**src/sv/sibc_pkg.sv**
```systemverilog
// ----------------------------------------------------------------------------
// sibc_pkg
// Types and constants shared by the shape-in-box check unit.
// ----------------------------------------------------------------------------
package sibc_pkg;

   localparam int PT_W    = 18;  // point coordinate width
   localparam int TOTAL_W = 26;  // running sum width
   localparam int COUNT_W = 8;   // point count width
   localparam int REG_W   = 12;  // box register width
   localparam int IDX_W   = 2;   // register index width

   localparam logic signed [PT_W-1:0] PT_MOST_NEG = {1'b1, {(PT_W-1){1'b0}}};
   localparam logic signed [PT_W-1:0] PT_MOST_POS = {1'b0, {(PT_W-1){1'b1}}};

   typedef enum logic [IDX_W-1:0] {
      REG_BOX_LEFT   = 2'd0,
      REG_BOX_TOP    = 2'd1,
      REG_BOX_WIDTH  = 2'd2,
      REG_BOX_HEIGHT = 2'd3
   } reg_index_type;

   // Box geometry as held in the register bank
   typedef struct packed {
      logic [REG_W-1:0] left;
      logic [REG_W-1:0] top;
      logic [REG_W-1:0] width;
      logic [REG_W-1:0] height;
   } box_cfg_type;

   // Summary of one finished shape, handed from front to back
   typedef struct packed {
      logic signed [PT_W-1:0]    min_x;
      logic signed [PT_W-1:0]    max_x;
      logic signed [PT_W-1:0]    min_y;
      logic signed [PT_W-1:0]    max_y;
      logic signed [TOTAL_W-1:0] total_x;
      logic signed [TOTAL_W-1:0] total_y;
      logic [COUNT_W-1:0]        count;
   } shape_sums_type;

endpackage

```
**src/sv/sibc_front.sv**
```systemverilog
// ----------------------------------------------------------------------------
// sibc_front
// Accepts point beats and keeps running min, max, sum and count per shape.
// ----------------------------------------------------------------------------
module sibc_front import sibc_pkg::*; #(
   parameter int MAX_POINTS = 128
) (
   input  logic                   clock,
   input  logic                   reset,
   input  logic                   req_valid,
   output logic                   req_stall,
   input  logic signed [PT_W-1:0] point_x,
   input  logic signed [PT_W-1:0] point_y,
   input  logic                   last_point,
   input  logic                   queue_full,
   output logic                   push,
   output shape_sums_type         push_data
);

   shape_sums_type acc_ff, acc_in, upd;
   logic           accept;

   assign req_stall = queue_full;
   assign accept    = req_valid && !queue_full;

   always_comb begin
      upd = acc_ff;
      if (point_x > acc_ff.max_x) upd.max_x = point_x;
      if (point_x < acc_ff.min_x) upd.min_x = point_x;
      if (point_y > acc_ff.max_y) upd.max_y = point_y;
      if (point_y < acc_ff.min_y) upd.min_y = point_y;
      // sums and count freeze at the bound; min and max keep tracking
      if (acc_ff.count < COUNT_W'(MAX_POINTS)) begin
         upd.total_x = acc_ff.total_x + TOTAL_W'(point_x);
         upd.total_y = acc_ff.total_y + TOTAL_W'(point_y);
         upd.count   = acc_ff.count + COUNT_W'(1);
      end

      acc_in = acc_ff;
      if (accept) begin
         if (last_point) begin
            acc_in.min_x   = PT_MOST_POS;
            acc_in.max_x   = PT_MOST_NEG;
            acc_in.min_y   = PT_MOST_POS;
            acc_in.max_y   = PT_MOST_NEG;
            acc_in.total_x = '0;
            acc_in.total_y = '0;
            acc_in.count   = '0;
         end else begin
            acc_in = upd;
         end
      end
   end

   assign push      = accept && last_point;
   assign push_data = upd;

   always_ff @(posedge clock) begin
      if (reset) begin
         acc_ff.min_x   <= PT_MOST_POS;
         acc_ff.max_x   <= PT_MOST_NEG;
         acc_ff.min_y   <= PT_MOST_POS;
         acc_ff.max_y   <= PT_MOST_NEG;
         acc_ff.total_x <= '0;
         acc_ff.total_y <= '0;
         acc_ff.count   <= '0;
      end else begin
         acc_ff <= acc_in;
      end
   end

endmodule

```
**src/sv/sibc_queue.sv**
```systemverilog
// ----------------------------------------------------------------------------
// sibc_queue
// Two-entry queue of shape summaries between front and back.
// ----------------------------------------------------------------------------
module sibc_queue import sibc_pkg::*; (
   input  logic           clock,
   input  logic           reset,
   input  logic           push,
   input  shape_sums_type push_data,
   input  logic           pop,
   output logic           not_empty,
   output logic           full,
   output shape_sums_type head
);

   localparam int DEPTH = 2;

   shape_sums_type slot_ff [DEPTH];
   logic           wr_ptr_ff, wr_ptr_in;
   logic           rd_ptr_ff, rd_ptr_in;
   logic [1:0]     fill_ff, fill_in;
   logic           do_pop;

   assign not_empty = (fill_ff != 2'd0);
   assign full      = (fill_ff == 2'(DEPTH));
   assign head      = slot_ff[rd_ptr_ff];
   assign do_pop    = pop && not_empty;

   always_comb begin
      wr_ptr_in = push   ? !wr_ptr_ff : wr_ptr_ff;
      rd_ptr_in = do_pop ? !rd_ptr_ff : rd_ptr_ff;
      fill_in   = fill_ff + 2'(push) - 2'(do_pop);
   end

   always_ff @(posedge clock) begin
      if (reset) begin
         wr_ptr_ff <= 1'b0;
         rd_ptr_ff <= 1'b0;
         fill_ff   <= 2'd0;
      end else begin
         wr_ptr_ff <= wr_ptr_in;
         rd_ptr_ff <= rd_ptr_in;
         fill_ff   <= fill_in;
      end
   end

   always_ff @(posedge clock) begin
      if (push) slot_ff[wr_ptr_ff] <= push_data;
   end

endmodule

```
**src/sv/sibc_back.sv**
```systemverilog
// ----------------------------------------------------------------------------
// sibc_back
// Runs spread and centre tests on one shape summary; holds the result beat.
// ----------------------------------------------------------------------------
module sibc_back import sibc_pkg::*; #(
   parameter int FRACTION_BITS = 4
) (
   input  logic           clock,
   input  logic           reset,
   input  box_cfg_type    box,
   input  logic           not_empty,
   input  shape_sums_type head,
   output logic           pop,
   output logic           rsp_valid,
   input  logic           rsp_stall,
   output logic           shape_inside
);

   localparam int SPR_W  = PT_W + 1;
   localparam int CEN_W  = REG_W + 2;
   localparam int PROD_W = COUNT_W + CEN_W;
   localparam int SCL_W  = PROD_W + FRACTION_BITS;
   localparam int DIFF_W = ((SCL_W > TOTAL_W + 1) ? SCL_W : TOTAL_W + 1) + 1;
   localparam int CMP_W  = ((SPR_W + 1 > CEN_W + FRACTION_BITS) ?
                            SPR_W + 1 : CEN_W + FRACTION_BITS) + 1;

   logic advance;

   // stage A: spreads and products
   logic                      a_valid_ff;
   logic [SPR_W-1:0]          a_spr_x_ff, a_spr_y_ff;
   logic [PROD_W-1:0]         a_cen_x_ff, a_cen_y_ff, a_lim_x_ff, a_lim_y_ff;
   logic signed [TOTAL_W-1:0] a_tot_x_ff, a_tot_y_ff;
   logic [SPR_W-1:0]          a_spr_x_in, a_spr_y_in;
   logic [CEN_W-1:0]          cen_x, cen_y;

   // stage B: spread verdicts and signed offsets
   logic                     b_valid_ff, b_spr_ok_ff;
   logic signed [DIFF_W-1:0] b_diff_x_ff, b_diff_y_ff, b_diff_x_in, b_diff_y_in;
   logic [SCL_W-1:0]         b_lim_x_ff, b_lim_y_ff;
   logic                     b_spr_ok_in;

   // stage C and output register
   logic                     rsp_valid_ff, shape_inside_ff, shape_inside_in;
   logic [DIFF_W-1:0]        abs_x, abs_y;

   assign advance   = !(rsp_valid_ff && rsp_stall);
   assign pop       = advance && not_empty;
   assign rsp_valid = rsp_valid_ff;
   assign shape_inside = shape_inside_ff;

   always_comb begin
      a_spr_x_in = {head.max_x[PT_W-1], head.max_x} - {head.min_x[PT_W-1], head.min_x};
      a_spr_y_in = {head.max_y[PT_W-1], head.max_y} - {head.min_y[PT_W-1], head.min_y};
      cen_x = {1'b0, box.left, 1'b0} + CEN_W'(box.width);
      cen_y = {1'b0, box.top, 1'b0} + CEN_W'(box.height);
   end

   always_comb begin
      b_spr_ok_in =
         (CMP_W'({a_spr_x_ff, 1'b0}) <=
          (CMP_W'(3) * CMP_W'(box.width)) << FRACTION_BITS) &&
         (CMP_W'({a_spr_y_ff, 1'b0}) <=
          (CMP_W'(3) * CMP_W'(box.height)) << FRACTION_BITS);
      // sums are signed: widen with sign before doubling
      b_diff_x_in = (DIFF_W'(a_tot_x_ff) <<< 1) -
                    $signed(DIFF_W'(a_cen_x_ff) << FRACTION_BITS);
      b_diff_y_in = (DIFF_W'(a_tot_y_ff) <<< 1) -
                    $signed(DIFF_W'(a_cen_y_ff) << FRACTION_BITS);
   end

   always_comb begin
      abs_x = b_diff_x_ff[DIFF_W-1] ? DIFF_W'(-b_diff_x_ff) : DIFF_W'(b_diff_x_ff);
      abs_y = b_diff_y_ff[DIFF_W-1] ? DIFF_W'(-b_diff_y_ff) : DIFF_W'(b_diff_y_ff);
      shape_inside_in = b_spr_ok_ff &&
                        (abs_x <= DIFF_W'(b_lim_x_ff)) &&
                        (abs_y <= DIFF_W'(b_lim_y_ff));
   end

   always_ff @(posedge clock) begin
      if (reset) begin
         a_valid_ff   <= 1'b0;
         b_valid_ff   <= 1'b0;
         rsp_valid_ff <= 1'b0;
      end else if (advance) begin
         a_valid_ff   <= not_empty;
         b_valid_ff   <= a_valid_ff;
         rsp_valid_ff <= b_valid_ff;
      end
   end

   always_ff @(posedge clock) begin
      if (advance) begin
         a_spr_x_ff  <= a_spr_x_in;
         a_spr_y_ff  <= a_spr_y_in;
         a_cen_x_ff  <= PROD_W'(head.count) * PROD_W'(cen_x);
         a_cen_y_ff  <= PROD_W'(head.count) * PROD_W'(cen_y);
         a_lim_x_ff  <= PROD_W'(head.count) * PROD_W'(box.width);
         a_lim_y_ff  <= PROD_W'(head.count) * PROD_W'(box.height);
         a_tot_x_ff  <= head.total_x;
         a_tot_y_ff  <= head.total_y;
         b_spr_ok_ff <= b_spr_ok_in;
         b_diff_x_ff <= b_diff_x_in;
         b_diff_y_ff <= b_diff_y_in;
         b_lim_x_ff  <= SCL_W'(a_lim_x_ff) << FRACTION_BITS;
         b_lim_y_ff  <= SCL_W'(a_lim_y_ff) << FRACTION_BITS;
         shape_inside_ff <= shape_inside_in;
      end
   end

endmodule

```
**src/sv/shape_in_box_check_unit.sv**
```systemverilog
// ----------------------------------------------------------------------------
// shape_in_box_check_unit
// Checks whether a streamed landmark shape fits a candidate face box.
// ----------------------------------------------------------------------------
// Throughput: one point beat per cycle while req_stall is low, shapes back to back.
// The summary of a shape is written into the queue on the edge that accepts
//   its last point beat, then passes the multiply, offset and compare stages
//   of the back end.
// A held result stalls the back end; the two-entry queue then fills and
//   req_stall rises only once both entries are taken.
// Reset (synchronous): box regs to left 0, top 0, width 1, height 1;
//   shape state cleared, queue and pipeline emptied.
module shape_in_box_check_unit import sibc_pkg::*; #(
   parameter int MAX_POINTS    = 128,
   parameter int FRACTION_BITS = 4
) (
   input  logic                   clock,
   input  logic                   reset,
   // point beats
   input  logic                   req_valid,
   output logic                   req_stall,
   input  logic signed [PT_W-1:0] req_point_x,
   input  logic signed [PT_W-1:0] req_point_y,
   input  logic                   req_last_point,
   // result beats
   output logic                   rsp_valid,
   input  logic                   rsp_stall,
   output logic                   rsp_shape_inside,
   // register writes
   input  logic                   csr_valid,
   output logic                   csr_ready,
   input  logic [IDX_W-1:0]       csr_index,
   input  logic [REG_W-1:0]       csr_data
);

   box_cfg_type    box_ff, box_in;
   logic           push, pop, q_full, q_not_empty;
   shape_sums_type push_data, head;

   // register bank: writes always taken, only while idle by contract
   assign csr_ready = 1'b1;

   always_comb begin
      box_in = box_ff;
      if (csr_valid) begin
         case (reg_index_type'(csr_index))
            REG_BOX_LEFT:   box_in.left   = csr_data;
            REG_BOX_TOP:    box_in.top    = csr_data;
            REG_BOX_WIDTH:  box_in.width  = csr_data;
            REG_BOX_HEIGHT: box_in.height = csr_data;
            default:        box_in = box_ff;
         endcase
      end
   end

   always_ff @(posedge clock) begin
      if (reset) begin
         box_ff.left   <= '0;
         box_ff.top    <= '0;
         box_ff.width  <= REG_W'(1);
         box_ff.height <= REG_W'(1);
      end else begin
         box_ff <= box_in;
      end
   end

   // front: per-beat min/max/sum update, summary pushed on the last beat
   sibc_front #(
      .MAX_POINTS (MAX_POINTS)
   ) u_front (
      .clock      (clock),
      .reset      (reset),
      .req_valid  (req_valid),
      .req_stall  (req_stall),
      .point_x    (req_point_x),
      .point_y    (req_point_y),
      .last_point (req_last_point),
      .queue_full (q_full),
      .push       (push),
      .push_data  (push_data)
   );

   // decoupling queue
   sibc_queue u_queue (
      .clock     (clock),
      .reset     (reset),
      .push      (push),
      .push_data (push_data),
      .pop       (pop),
      .not_empty (q_not_empty),
      .full      (q_full),
      .head      (head)
   );

   // back: exact cross-multiplied tests, result register
   sibc_back #(
      .FRACTION_BITS (FRACTION_BITS)
   ) u_back (
      .clock        (clock),
      .reset        (reset),
      .box          (box_ff),
      .not_empty    (q_not_empty),
      .head         (head),
      .pop          (pop),
      .rsp_valid    (rsp_valid),
      .rsp_stall    (rsp_stall),
      .shape_inside (rsp_shape_inside)
   );

endmodule

```
**config.mk**
```make
export PLATFORM = sky130hd
export DESIGN_NAME = shape_in_box_check_unit
export DESIGN_NICKNAME = d
export VERILOG_FILES = /design/src/sv/sibc_pkg.sv /design/src/sv/sibc_front.sv /design/src/sv/sibc_queue.sv /design/src/sv/sibc_back.sv /design/src/sv/shape_in_box_check_unit.sv
export SDC_FILE = /design/constraint.sdc
export NUM_CORES = 2
export LEC_CHECK = 0
export ABC_CLOCK_PERIOD_IN_PS = 10300
export BUFFER_PORTS_ARGS = -buffer_cell sky130_fd_sc_hd__clkbuf_2
export CAP_MARGIN = 30
export CORE_MARGIN = 2
export CORE_UTILIZATION = 65
export DETAILED_ROUTE_END_ITERATION = 10
export MAX_ROUTING_LAYER = met4
export PLACE_DENSITY_LB_ADDON = 0.1
export RECOVER_POWER = 25
export SYNTH_ARGS = -nofsm -noshare
export SYNTH_HDL_FRONTEND = slang
export SYNTH_SLANG_ARGS = --single-unit
```
**constraint.sdc**
```tcl
create_clock -name clock -period 10.3 [get_ports clock]
set_input_delay 1.03 -clock clock [delete_from_list [all_inputs] [get_ports clock]]
set_output_delay 1.03 -clock clock [all_outputs]
set_load 0.01 [all_outputs]
```
# [Yosys cells after proc, flatten, opt, wreduce, memory -nomap -nowiden]
# Memories as Yosys holds them, arrays and structs flattened. A register that Yosys moved wholly into a read port is not among the register bits.
# Cells that the tools add are included.
[classes] muxes=12 n_reduce_logical=18 n_eq_ne=4 n_lt_le_gt_ge=9 multipliers=6 addsub=13
[ops] op="$mux 132" count=1
[ops] op="$mux 18" count=4
[ops] op="$mux 60" count=1
[ops] op="$le 28x24->1" count=2
[ops] op="$mux 28" count=2
[ops] op="$neg 28->28" count=2
[ops] op="$sub 27x27->28" count=2
[ops] op="$add 26x18->26" count=2
[ops] op="$mul 8x14->22" count=2
[ops] op="$le 20x18->1" count=2
[ops] op="$mul 8x12->20" count=2
[ops] op="$sub 18x18->19" count=2
[ops] op="$gt 18x18->1" count=2
[ops] op="$lt 18x18->1" count=2
[ops] op="$add 13x12->14" count=2
[ops] op="$mul 2x12->14 const A" count=2
[ops] op="$add 8x1->8 const B" count=1
[ops] op="$logic_and 1x1->1" count=8
[ops] op="$lt 8x8->1 const B" count=1
[ops] op="$reduce_and 2->1" count=4
[ops] op="$eq 2x2->1 const B" count=3
[ops] op="$logic_not 1->1" count=4
[ops] op="$mux 1" count=4
[ops] op="$add 2x1->2" count=1
[ops] op="4 further kinds" count=4
[totals] memories=1 out_inout_bits=4 inputBits=56 word_cells=94 regBits=459 ram_bits=264
[memory_table] memory="u_queue.slot_ff" depth=2 word_bits=132 read_ports=1 rd_clocked_by_memory_dff=1 wr=1 line_no="sibc_queue.sv:18" text="shape_sums_type slot_ff [DEPTH];"

# [Depth between registers and ports, before layout]
[depth] word_depth=6 ltp_mapped=28 depth_no_buf=28

# [By module]
# A second synthesis with hierarchy kept.
[hier_totals] hier_cells=4874 area_unflattened_um2=51725.9
[modules_own_cells] mod="sibc_back" area_each_um2=29225.5 n_inst=1 cells_each=2927 seq_area_each_um2=8107.8
[modules_own_cells] mod="sibc_front" area_each_um2=10473.8 n_inst=1 cells_each=1338 seq_area_each_um2=2642.5
[modules_own_cells] mod="sibc_queue" area_each_um2=10098.4 n_inst=1 cells_each=434 seq_area_each_um2=8027.7
[modules_own_cells] mod="shape_in_box_check_unit" area_each_um2=1928.1 n_inst=1 cells_each=175 seq_area_each_um2=960.9

# [Worst setup path after synthesis]
# Ideal clock, no wire load.
[synth_path] path_kind="input port to flip-flop" start="input port rsp_stall" end="register u_queue.fill_ff[1]" t_required_ps=10172 path_stages=9 path_buffers=0 setup_time_ps=128 t_arrival_ps=8946 setup_slack_ps=1226 cell_sequence="nand2_1 o21ai_0 inv_1 ha_1 inv_1 ha_1 xor2_1 xnor2_1 nor2_1"
[synth_via] elab_chain_cells=5
[synth_lines] item="from (decl)" line_no="shape_in_box_check_unit.sv:27" text="input logic rsp_stall,"
[synth_lines] item="$logic_and 1x1->1" line_no="sibc_back.sv:47" text="assign advance = !(rsp_valid_ff && rsp_stall);"
[synth_lines] item="$logic_not 1->1" line_no="sibc_back.sv:47"
[synth_lines] item="$logic_and 1x1->1" line_no="sibc_back.sv:48" text="assign pop = advance && not_empty;"
[synth_lines] item="$logic_and 1x1->1" line_no="sibc_queue.sv:27" text="assign do_pop = pop && not_empty;"
[synth_lines] item="net u_queue.do_pop" line_no="sibc_queue.sv:22" text="logic do_pop;"
[synth_lines] item="$sub 2x1->2" line_no="sibc_queue.sv:32" text="fill_in = fill_ff + 2'(push) - 2'(do_pop);"
[synth_lines] item="to (signal assigned)" line_no="sibc_queue.sv:43" text="fill_ff <= fill_in;"
[synth_lines] item="to (decl)" line_no="sibc_queue.sv:21" text="logic [1:0] fill_ff, fill_in;"
# The timed path passes the listed nets, and every way through them passes these cells.
# A chain may end at the register's enable or synchronous reset.

==> impl_metrics.ini <==
[clocking]
cts_max_level = 3
ctsHoldBuffers = 0
cts.repair.resized = 0
cts_buffer_depth = 3
cts_root_buf = clkbuf_16
cts.clk_slew.worst_paths_ps = 60
cts_buffers = 79
cts_tree = done
clk_latency_ps = 640
cts_sinks = 720
post_cts_buffers = 0

[finish]
seq_area_um2 = 19740
antenna_cells = 0
layout.nets = 5886
final_util_pct = 71.04
syn_to_final_growth_pct = 7.948
drive_above_1_share_pct = 6.888
nFillCells = 5754
multi_input_area_um2 = 28670

[setup_path]
cpMostUsedCell = fa_1
crit_end = u_back.a_cen_x_ff[20]
r2r_end = u_back.a_cen_x_ff[20]
cp-end-kind = flop
startpoint_type = flop
ff2ff_setup_slack_ps = 2830
r2r_cells = 18
cp_max_fo = 27
crit_chain = mux2i_2 > buf_4 > nor2_1 > fa_1 > inv_1 > fa_1 > fa_1 > fa_1 > inv_1 > ha_1 > nor2b_1 > a311oi_1 > a21oi_1 > a41oi_1 > a21oi_1 > a211oi_1 > a21oi_1 > xor2_1
crit_type = reg2reg
slowest_delay_ps = 1460
critPathSlowestCell = dfxtp_1
arrival_ps = 7840
worstPathRequired_ps = 10670

[pwr]
p_sw_mw = 4.693
pwr-share-comb_pct = 41.7
powerDensity_nw_per_um2 = 229.8
fin_total_pwr_mw = 12.69
internal_power_mw = 7.995
leakagePower_nw = 24.02
p_sw_share_pct = 36.99
peakVddDrop_uv = 179.9
p_clk_share_pct = 23.5
p_seq_share_pct = 34.8

[floorplan]
rows = 102
coreArea_um2 = 77720
fp.dieH_um = 284.5
pin_count = 60
die_area_um2 = 80950
die_w_um = 284.5
initial_core_util_pct = 65.81

[global_routing]
use_met2_pct = 47.09
grt_pass1_vias = 35850
grt_use_met3_pct = 3.941
antenna_found_initial = 1
grt-busiest-layer = met2
grt_overflow_total = 0
grt_pass1_wl_mm = 193.7
grt_max_degree = 133
grt_use_total_pct = 31.09
use_met1_pct = 43.38

[timing]
finalCritPeriodShare_pct = 72.53
fin_crit_ps = 7471
finalClockSkew_ps = 29.12
setup_ws_ps = 2829
drv_slew = 364
timing.fmax_mhz = 133.9
worstMarginPinSlew_ps = 3841
hold_ws_ps = 417.5
rsz0062_at_grt = false
tns_ps = 0
slew_headroom_pct = -156.1
setup_violations = 0
hold_violations = 0

[status]
violations = capacitance limit, slew limit
status = finished with violations

[route]
viasPerCell = 5.937
vias = 36680
firstDrtPassIters = 6
wl_per_cell_um = 19.55
post-route-drc-count = 0
ant_nets = 0
wl_mm = 120.8
drt_first_iter_violations = 2865

[yosys]
synth_edf_count = 532
synth_top_cell_by_area = edfxtp_1
ys_seq_area_share_pct = 38.59
postSynth.asyncResetShare_pct = 0
synthTopCellsByArea = edfxtp_1, ha_1, fa_1
synth_nets = 5880
syn_avg_cell_area_um2 = 10.09
synth_area_um2 = 51150
synth_top_area_share_pct = 31.24
synth_flop_cell = edfxtp_1
yosys_warnings = 0
synth.most_common_cell = inv_1
yosys.cell_types.count = 80
synthCells = 5067
ys_top_cells_by_count = inv_1, edfxtp_1, ha_1, nand2_1, nor2_1
ys_seq_elements = 720

[placed_design]
post-dp-hpwl_mm = 88.41
gp_congestion = 0.9024
portBuffers = 58
place_ws_ps = 3073

[job]
timing.max_cap.violations = 6

[worst_hold_path]
hp-class = reg2reg
-- kinds of logic after synthesis --
logic type                 after synthesis  share of synthesized area (%)
DFF                                    720                          38.59
and+or+nand+nor                       1411                          12.89
adders and majority gates              757                          22.54
muxes                                  185                          3.897
other                                    1                       0.007332
buffers and inverters                  748                          5.504
AOI/OAI and AO/OA                      987                          12.15
xor gates and xnor gates               258                          4.418
-- registers in the layout, indices dropped and copies added, names as in the netlist, 2 cells and up, named ones only --
register	flops
u_back.a_spr_y_ff	19
u_front.acc_ff	132
u_queue.fill_ff	2
u_back.a_spr_x_ff	19
u_back.a_cen_x_ff	22
u_back.a_tot_y_ff	26
u_back.a_cen_y_ff	22
u_back.b_lim_x_ff	20
u_back.b_lim_y_ff	20
u_back.b_diff_x_ff	27
u_back.a_tot_x_ff	26
u_back.b_diff_y_ff	27
u_back.a_lim_y_ff	19
u_back.a_lim_x_ff	19
box_ff	48
u_queue.slot_ff	264
-- power by group through the flow --
stage / combinational, mW / sequential (mW) / clock, mW
after CTS: 5.29 / 4.41 / 3.02
after global placement: 5.12 / 4.45 / 0
after detailed placement: 5.24 / 4.46 / 0
after global routing: 5.94 / 4.48 / 3.13
after floorplan: 3.99 / 4.29 / 0
final: 5.29 / 4.41 / 2.98
-- final cells by class --
cell class	count	share of cell area, %
multi-input combinational	3599	51.93
sequential	720	35.75
clock buffer	101	3.898
inverter	568	3.862
tap	1040	2.357
timing repair buffer	105	1.156
clock inverter	46	1.042
-- critical path: cells and delay by family, from the launching register on --
family          cells  cell delay, ps
flops               1            1460
xor+xnor            1             160
simple gates        2             240
compound gates      6            1600
mux                 1             940
buf+inv             3             470
fa+ha+maj           5            2310
-- worst min-delay path by stage --
stage	startpoint	endpoint	slack (ps)	depth (start not counted)
finish	u_back.a_lim_x_ff[18]	u_back.b_lim_x_ff[22]	420	0
global route	u_back.a_lim_y_ff[5]	u_back.b_lim_y_ff[9]	420	0
CTS	u_back.a_lim_y_ff[5]	u_back.b_lim_y_ff[9]	420	0
detailed placement	u_back.a_lim_y_ff[1]	u_back.b_lim_y_ff[5]	410	0
global placement	u_back.a_lim_x_ff[18]	u_back.b_lim_x_ff[22]	400	0
floorplan	u_back.a_tot_x_ff[0]	u_back.b_diff_x_ff[1]	400	0
-- through the flow --
stage | cell area (µm²) | instances
finish | 55210 | 6179
global route | 55210 | 6179
CTS | 55240 | 6178
detailed placement | 52510 | 6031
global placement | 52490 | 6027
floorplan | 51150 | 5067
-- per-layer routing --
layer	wire length, µm	part of all wire, %
met1	55090	46
met2	53740	44
met3	7543	6.2
met4	4424	3.7
met5	0	0
-- layout by cell type (no fill, tap or decap), types with 56 or more instances in the layout --
master	netlist	routed
clkbuf_16	0	81
edfxtp_1	532	532
nor2b_1	57	56
a22oi_1	71	71
mux2_2	112	87
o21ai_0	257	258
nand3_1	113	113
a31oi_1	65	65
a21oi_1	236	236
xnor2_1	188	188
a21o_1	90	90
dfxtp_1	188	188
ha_1	483	483
nor2_1	413	410
mux2i_1	72	67
inv_1	567	567
nand2_1	451	451
and2_1	106	105
xor2_1	70	70
fa_1	274	274
Power figures use the tool's default switching activity.
